File: src/hw/rtl/mfw_pkg.sv
// ----------------------------------------------------------------------------
// mfw_pkg
// Shared types and constants of the median filter window core.
// ----------------------------------------------------------------------------
package mfw_pkg;

    localparam int MAX_WIDTH_DEF  = 128;
    localparam int MAX_HEIGHT_DEF = 128;
    localparam int MAX_WINDOW_DEF = 15;

    localparam int PIX_W   = 8;
    localparam int LANES   = 3;
    localparam int WORD_W  = PIX_W * LANES;
    localparam int CNT_W   = 8;   // up to 15*15 window pixels
    localparam int COORD_W = 8;

    // command codes (s_tuser)
    localparam logic CMD_WRITE = 1'b0;
    localparam logic CMD_QUERY = 1'b1;

    // status codes (m_tuser)
    localparam logic STAT_DONE = 1'b0;
    localparam logic STAT_OOB  = 1'b1;

    // register indexes
    localparam logic [1:0] REG_WIDTH  = 2'd0;
    localparam logic [1:0] REG_HEIGHT = 2'd1;
    localparam logic [1:0] REG_WINDOW = 2'd2;

    typedef enum logic [2:0] {
        ST_IDLE,
        ST_SETUP,
        ST_SWEEP,
        ST_DRAIN,
        ST_FINISH
    } state_t;

    typedef struct packed {
        logic             start;
        logic [CNT_W-1:0] rank;
        logic             vld;
        logic             last;
        logic [2:0]       bit_idx;
    } sel_ctl_t;

endpackage

File: src/hw/rtl/mfw_select.sv
// ----------------------------------------------------------------------------
// mfw_select
// Bitwise radix selection of the k-th smallest value, one lane per channel.
// Each pass counts matching pixels with the current bit clear, MSB first.
// ----------------------------------------------------------------------------
module mfw_select (
    input  logic                         aclk,
    input  logic                         aresetn,
    input  mfw_pkg::sel_ctl_t            ctl,
    input  logic [mfw_pkg::WORD_W-1:0]   pix,
    output logic [mfw_pkg::WORD_W-1:0]   med
);

    genvar j;
    generate
        for (j = 0; j < mfw_pkg::LANES; j++) begin : g_lane
            logic [mfw_pkg::PIX_W-1:0] prefix_reg;
            logic [mfw_pkg::CNT_W-1:0] rank_reg;
            logic [mfw_pkg::CNT_W-1:0] cnt_reg;
            logic [mfw_pkg::PIX_W-1:0] val;
            logic [mfw_pkg::PIX_W-1:0] hi_mask;
            logic                      hit;
            logic [mfw_pkg::CNT_W-1:0] cnt_next;

            assign val      = pix[j*mfw_pkg::PIX_W +: mfw_pkg::PIX_W];
            // bits above the one under test must equal the prefix found so far
            assign hi_mask  = 8'hFE << ctl.bit_idx;
            assign hit      = (((val ^ prefix_reg) & hi_mask) == '0) && !val[ctl.bit_idx];
            assign cnt_next = cnt_reg + mfw_pkg::CNT_W'(hit);

            always_ff @(posedge aclk) begin
                if (!aresetn) begin
                    cnt_reg <= '0;
                end else if (ctl.start) begin
                    cnt_reg <= '0;
                end else if (ctl.vld) begin
                    cnt_reg <= ctl.last ? '0 : cnt_next;
                end
            end

            always_ff @(posedge aclk) begin
                if (ctl.start) begin
                    prefix_reg <= '0;
                    rank_reg   <= ctl.rank;
                end else if (ctl.vld && ctl.last && (rank_reg >= cnt_next)) begin
                    prefix_reg[ctl.bit_idx] <= 1'b1;
                    rank_reg                <= rank_reg - cnt_next;
                end
            end

            assign med[j*mfw_pkg::PIX_W +: mfw_pkg::PIX_W] = prefix_reg;
        end
    endgenerate

endmodule
File: config.mk
export PLATFORM = sky130hd
export DESIGN_NAME = mfw_select
export DESIGN_NICKNAME = d
export VERILOG_FILES = /design/src/hw/rtl/mfw_pkg.sv /design/src/hw/rtl/mfw_select.sv
export SDC_FILE = /design/constraint.sdc
export NUM_CORES = 1
export LEC_CHECK = 0
export BUFFER_PORTS_ARGS = -buffer_cell sky130_fd_sc_hd__buf_2
export CORE_AREA = 3 3 126 128
export DETAILED_ROUTE_END_ITERATION = 10
export DIE_AREA = 0 0 129 131
export HOLD_SLACK_MARGIN = 0.15
export MAX_ROUTING_LAYER = met4
export SLEW_MARGIN = 30
export SYNTH_ARGS = -nofsm -noshare
export SYNTH_HDL_FRONTEND = slang
export SYNTH_SLANG_ARGS = --single-unit
File: constraint.sdc
create_clock -name aclk -period 4.43 [get_ports aclk]
set_clock_uncertainty 0.2 [all_clocks]
set_input_delay 0.886 -clock aclk [delete_from_list [all_inputs] [get_ports aclk]]
set_output_delay 0.886 -clock aclk [all_outputs]
set_load 0.005 [all_outputs]
# Yosys cells after proc, flatten, opt, wreduce, memory -nomap -nowiden
# Cells that the tools add are included.
[word_totals]
in_bits = 40
ff_bits = 72
word_cells = 66
output_inout_bits = 24
[op_classes]
reduce_logical = 18
n_lt_le_gt_ge = 5
bitwise = 10
muxes = 17
n_shift = 1
addsub = 6
[ops]
columns = ["cell", "count"]
rows = [
  ["$mux 8", 9],
  ["$add 8x1->8", 3],
  ["$and 8x8->8", 3],
  ["$ge 8x8->1", 3],
  ["$logic_not 8->1", 3],
  ["$or 8x8->8", 3],
  ["$sub 8x8->8", 3],
  ["$xor 8x8->8", 3],
  ["$bmux 1 s3", 3],
  ["$logic_and 1x1->1", 8],
  ["$shl 8x3->8 const A", 1],
  ["$reduce_bool 2->1", 3],
  ["$lt 3x4->1 const B", 1],
  ["$mux 1", 4],
  ["$demux 1 s3", 1],
  ["$ge 3x1->1 const B", 1],
  ["$logic_not 1->1", 3],
  ["$reduce_or 2->1", 1],
  ["$not 1->1", 1],
]

# Depth between registers and ports, before layout
[depth]
ltp_word = 9
ltp_mapped = 16
depth_no_buf = 15

# Worst setup path after synthesis
# Ideal clock, no wire load.
[synth_timing]
path_type = "input port to flip-flop"
startpoint = "input ctl[1] (netlist bit)"
endpoint = "register g_lane[2].rank_reg[0] (netlist bit) (enable)"
slack_ns = 0.239
required_ns = 3.896
path_stages = 16
path_buffers = 2
setup_ns = 0.334
arrival_time_ns = 3.657
path_cell_list = "buf_4 buf_4 nand2_1 a21oi_1 o41ai_1 a2111oi_2 ha_1 ha_1 and3_1 nand3_1 xnor2_1 ha_1 nand2_1 a311oi_1 o21ai_2 nand2b_1"
[synth_between]
elab_chain_cells = 8
word_cells_on_any_way = 11
classes_between = "1 x add/sub; 1 x order compare; 1 x shift; 2 x mux; 1 x bitwise; 5 x reduce/logical"
[synth_lines]
columns = ["item", "line_no", "rtl"]
rows = [
  ["from (decl)", "mfw_select.sv:9", "input mfw_pkg::sel_ctl_t ctl,"],
  ["$shl 8x3->8 / $bmux 1 s3 (equally long branches)", "mfw_select.sv:27, mfw_select.sv:28", ""],
  ["$and 8x8->8 / $mux 1 (equally long branches)", "mfw_select.sv:28", "assign hit = (((val ^ prefix_reg) & hi_mask) == '0) && !val[ctl.bit_idx];"],
  ["$logic_not 8->1 / $logic_not 1->1 (equally long branches)", "mfw_select.sv:28", ""],
  ["$logic_and 1x1->1 (*)", "mfw_select.sv:28", ""],
  ["$add 8x1->8 (*)", "mfw_select.sv:29", "assign cnt_next = cnt_reg + mfw_pkg::CNT_W'(hit);"],
  ["$ge 8x8->1 (*)", "mfw_select.sv:45", "end else if (ctl.vld && ctl.last && (rank_reg >= cnt_next)) begin"],
  ["$logic_and 1x1->1 (*)", "mfw_select.sv:45", ""],
  ["$reduce_bool 2->1 (no source line) (*)", "-", ""],
  ["to (signal assigned)", "mfw_select.sv:44", "rank_reg <= ctl.rank;"],
  ["to (signal assigned)", "mfw_select.sv:47", "rank_reg <= rank_reg - cnt_next;"],
  ["to (decl)", "mfw_select.sv:18", "logic [mfw_pkg::CNT_W-1:0] rank_reg;"],
]
# Every way passes the cells marked *; elsewhere a longest branch is shown, timed or not. The select of a mux whose other input is x is not followed.
# A chain may end at the register's enable or synchronous reset.

# Worst setup path in the final report
[layout_timing]
startpoint = "input ctl[1] (netlist bit)"
endpoint = "register g_lane[1].rank_reg[3] (netlist bit) (enable)"
[layout_between]
elab_chain_cells = 8
word_cells_on_any_way = 11
classes_between = "1 x add/sub; 1 x order compare; 1 x shift; 2 x mux; 1 x bitwise; 5 x reduce/logical"
[layout_lines]
columns = ["item", "line_no"]
rows = [
  ["$shl 8x3->8 / $bmux 1 s3 (equally long branches)", "mfw_select.sv:27, mfw_select.sv:28"],
  ["$and 8x8->8 / $mux 1 (equally long branches)", "mfw_select.sv:28"],
  ["$logic_not 8->1 / $logic_not 1->1 (equally long branches)", "mfw_select.sv:28"],
  ["$logic_and 1x1->1 (*)", "mfw_select.sv:28"],
  ["$add 8x1->8 (*)", "mfw_select.sv:29"],
  ["$ge 8x8->1 (*)", "mfw_select.sv:45"],
  ["$logic_and 1x1->1 (*)", "mfw_select.sv:45"],
  ["$reduce_bool 2->1 (no source line) (*)", "-"],
  ["to (signal assigned)", "mfw_select.sv:44"],
  ["to (signal assigned)", "mfw_select.sv:47"],
  ["to (decl)", "mfw_select.sv:18"],
]
# Marks and branches as above.

==> impl_metrics.env <==
export IMPL_status="completed"
export IMPL_cts_tree="yes"
export IMPL_ctsResizeCount=0
export IMPL_routed_top_layer="met4"
export IMPL_crit_type="in2reg"
export IMPL_syn_num_nets=594
export IMPL_fmax_mhz=239
export IMPL_async_flop_share=0
export IMPL_area_growth_pct=21.5
export IMPL_ys_seq_elements=72
export IMPL_rows=45
export IMPL_p_sw_mw=0.509
export IMPL_combPwrFrac=0.211
export IMPL_synth_distinct_cells=55
export IMPL_cp_end_kind="flip-flop"
export IMPL_dr_wl_met3_um=622
export IMPL_synthFlopType="dfxtp_1"
export IMPL_die_y_um=131
export IMPL_drt_pre_antenna_iters=5
export IMPL_met2_length_um=5600
export IMPL_crit_arrival_ns=4.04
export IMPL_io_buffers=63
export IMPL_antenna_cells=0
export IMPL_numClockSinks=72
export IMPL_core_um2=15000
export IMPL_path_clk_slew_ns=0.06
export IMPL_cp_buffers_inverters=2
export IMPL_powerDensity_nw_per_um2=333
export IMPL_drive_above_1_share=0.212
export IMPL_pwr_share_clk=0.387
export IMPL_die_w_um=129
export IMPL_clkLatencyLatePin_ns=0.34
export IMPL_fin_util=0.373
export IMPL_synth_area_um2=4600
export IMPL_htreeDepth=3
export IMPL_cp_cell_sequence="buf_2 -> nand2_1 -> nand3b_1 -> nand3_1 -> a211oi_1 -> o221a_2 -> ha_1 -> ha_1 -> and3_1 -> nand3_1 -> xnor2_1 -> ha_1 -> nand2_1 -> a311oi_1 -> o21ai_2 -> nand2b_1 -> buf_4"
export IMPL_io_pins=64
export IMPL_wirelength_um=12200
export IMPL_required_ns=4.28
export IMPL_gp_congestion=0.878
export IMPL_drt_iter0_markers=215
export IMPL_seq_area_frac_synth=0.366
export IMPL_cp_depth=17
export IMPL_rsz0062_at_grt="false"
export IMPL_grt_pass1_vias=3918
export IMPL_wl_per_cell_um=15.2
export IMPL_worstMarginPinSlew_ns=0.731
export IMPL_dieArea_um2=16900
export IMPL_crit_path_max_fanout=10
export IMPL_start_util=0.307
export IMPL_switching_share=0.274
export IMPL_wl_met1_um=5750
export IMPL_drtAntennaViolNets=0
export IMPL_ir_drop_uv=190
export IMPL_cpLargestDelayFamily="simple AND/OR/NAND/NOR gates"
export IMPL_grt_max_degree=33
export IMPL_drc_errors=0
export IMPL_syn_area_per_cell_um2=8.83
export IMPL_setup_violations=0
export IMPL_p_leak_nw=2.17
export IMPL_dp_hpwl_um=9210
export IMPL_grt_pass1_wl_um=19700
export IMPL_cts_root_buf="clkbuf_16"
export IMPL_critPathLaunchType="primary input"
export IMPL_num_vias=4142
export IMPL_drv_cap=0
export IMPL_hold_depth=2
export IMPL_clockBufferDepth=2
export IMPL_p_int_mw=1.35
export IMPL_period_needed_ns=4.19
export IMPL_holdWs_ns=0.280
export IMPL_antenna_found_initial=0
export IMPL_vias_per_cell=5.17
export IMPL_slowest_delay_ns=0.37
export IMPL_crit_top_cell="ha_1"
export IMPL_ys_warn_count=0
export IMPL_slowest_stage="ha_1"
export IMPL_slew_violations=0
export IMPL_synthCells=521
export IMPL_hold_viol_final=0
export IMPL_fin_nets=681
export IMPL_r2r_cells=16
export IMPL_grt_usage=0.152
export IMPL_synth_edf_count=24
export IMPL_holdBufCountCts=0
export IMPL_cts_buffers_inserted=9
export IMPL_finalCritPeriodShare=0.946
export IMPL_hp_class="reg2reg"
export IMPL_grt_ovfl_total=0
export IMPL_p_seq_frac=0.402
export IMPL_post_cts_setup_buffers=0
export IMPL_timing_slew_headroom=0.513
-- synth_stat cells, types with 4 or more instances --
master / instances / area (µm²)
nand2b_1: 16 / 100
a21o_1: 6 / 45.0
buf_2: 5 / 25.0
a311oi_1: 4 / 35.0
o21ai_0: 34 / 170
and3_1: 5 / 31.3
nand3_1: 12 / 60.1
xor2_1: 8 / 70.1
a31oi_1: 4 / 25.0
dfxtp_1: 48 / 961
nand3b_1: 9 / 67.6
o21a_1: 9 / 67.6
nand2_1: 32 / 120
nor2b_1: 13 / 81.3
a21oi_1: 22 / 110
o22ai_1: 30 / 188
clkbuf_1: 11 / 41.3
nor3_1: 8 / 40.0
inv_1: 47 / 176
nor2_1: 37 / 139
o31ai_1: 7 / 52.6
ha_1: 30 / 375
a22oi_1: 9 / 67.6
xnor2_1: 31 / 272
or3_1: 6 / 37.5
edfxtp_1: 24 / 721
-- layer usage --
metal  GRT usage  up-vias
li1            -     2055
met1       0.193     1954
met2       0.242      120
met3      0.0293       13
met4      0.0568        0
met5           -        -
-- worst reg2reg max path, delay by kind of cell, from the launching register on --
kind	cells	cell delay [ns]
buffers and inverters	2	0.22
xor gates and xnor gates	1	0.16
adders and majority gates	3	0.71
AOI/OAI and AO/OA	5	1.05
DFF	1	0.35
and+or+nand+nor	5	0.83
-- placed cells by master, fill, tap and decap left out, types with 3 or more instances in the layout --
master / synthesis / final
ha_1: 30 / 30
nand4_1: 3 / 3
a21boi_1: 3 / 3
and3_1: 5 / 5
a22oi_1: 9 / 9
nor2b_1: 13 / 13
nand3_1: 12 / 12
o2111ai_1: 3 / 3
a21o_1: 6 / 6
xor2_1: 8 / 8
nand2b_1: 16 / 15
inv_1: 47 / 47
nand2_1: 32 / 32
edfxtp_1: 24 / 24
o22ai_1: 30 / 30
a211oi_1: 3 / 3
o21a_1: 9 / 9
dfxtp_1: 48 / 48
o21ai_0: 34 / 34
o32ai_1: 3 / 3
and3_4: 3 / 3
xnor2_1: 31 / 31
clkbuf_16: 0 / 9
a311oi_1: 4 / 4
o31ai_1: 7 / 7
fa_1: 3 / 3
nand3b_1: 9 / 9
a31oi_1: 4 / 4
nor3_1: 8 / 8
buf_4: 2 / 33
a21oi_2: 3 / 3
or3_1: 6 / 6
nor2_1: 37 / 37
buf_2: 5 / 63
o21ai_2: 3 / 3
a21oi_1: 22 / 22
-- per-stage QoR --
| stage | cells | power [mW] | setup slack, ns | TNS [ns] | area (µm²) |
|---|---|---|---|---|---|
| 6_report | 801 | 1.86 | 0.237 | 0 | 5590 |
| 5_1_grt | 801 | 1.96 | 0.00951 | 0 | 5590 |
| 4_1_cts | 801 | 1.88 | 0.158 | 0 | 5580 |
| 3_5_place_dp | 785 | 1.15 | -0.152 | -2.19 | 5290 |
| 3_3_place_gp | 785 | 1.14 | -0.0599 | -0.490 | 5290 |
| 2_1_floorplan | 521 | 1.02 | 0.239 | 0 | 4600 |
-- cell families (layout without fill, tap and decap cells) --
kind of cell    after synthesis  after routing  synth area share
buf+inv                      68            160            0.0618
compound gates              155            155             0.225
fa+ha+maj                    33             33            0.0947
mux                           3              3           0.00680
xor+xnor                     39             39            0.0743
simple gates                151            151             0.172
flops                        72             72             0.366
-- worst paths after layout --
check,start,to,slack [ns]
worst min-delay path,g_lane[1].prefix_reg[0]$_SDFFE_PP0P_,g_lane[1].prefix_reg[0]$_SDFFE_PP0P_,0.28
worst max-delay path,ctl[1],g_lane[1].rank_reg[3]$_DFFE_PP_,0.24
worst min register to register,g_lane[1].prefix_reg[0]$_SDFFE_PP0P_,g_lane[1].prefix_reg[0]$_SDFFE_PP0P_,0.28
worst max register to register,g_lane[0].prefix_reg[1]$_SDFFE_PP0P_,g_lane[0].rank_reg[5]$_DFFE_PP_,0.63
-- power by group through the flow --
stage                     Combinational (mW)  Clock, mW  Sequential [mW]
after floorplan                        0.267          0            0.755
after global routing                   0.435      0.771            0.751
after detailed placement               0.386          0            0.761
after CTS                              0.390      0.740            0.747
after global placement                 0.380          0            0.761
final                                  0.392      0.719            0.747
-- layout make-up --
type                            instances  area, µm²
Clock inverter                          4       43.8
Inverter                               48        180
Clock buffer                           12        246
Timing Repair Buffer                   96        563
Sequential cell                        72       1680
Multi-Input combinational cell        381       2640
Fill cell                            1539       9390
Tap cell                              188        235
Power figures use the tool's default switching activity.
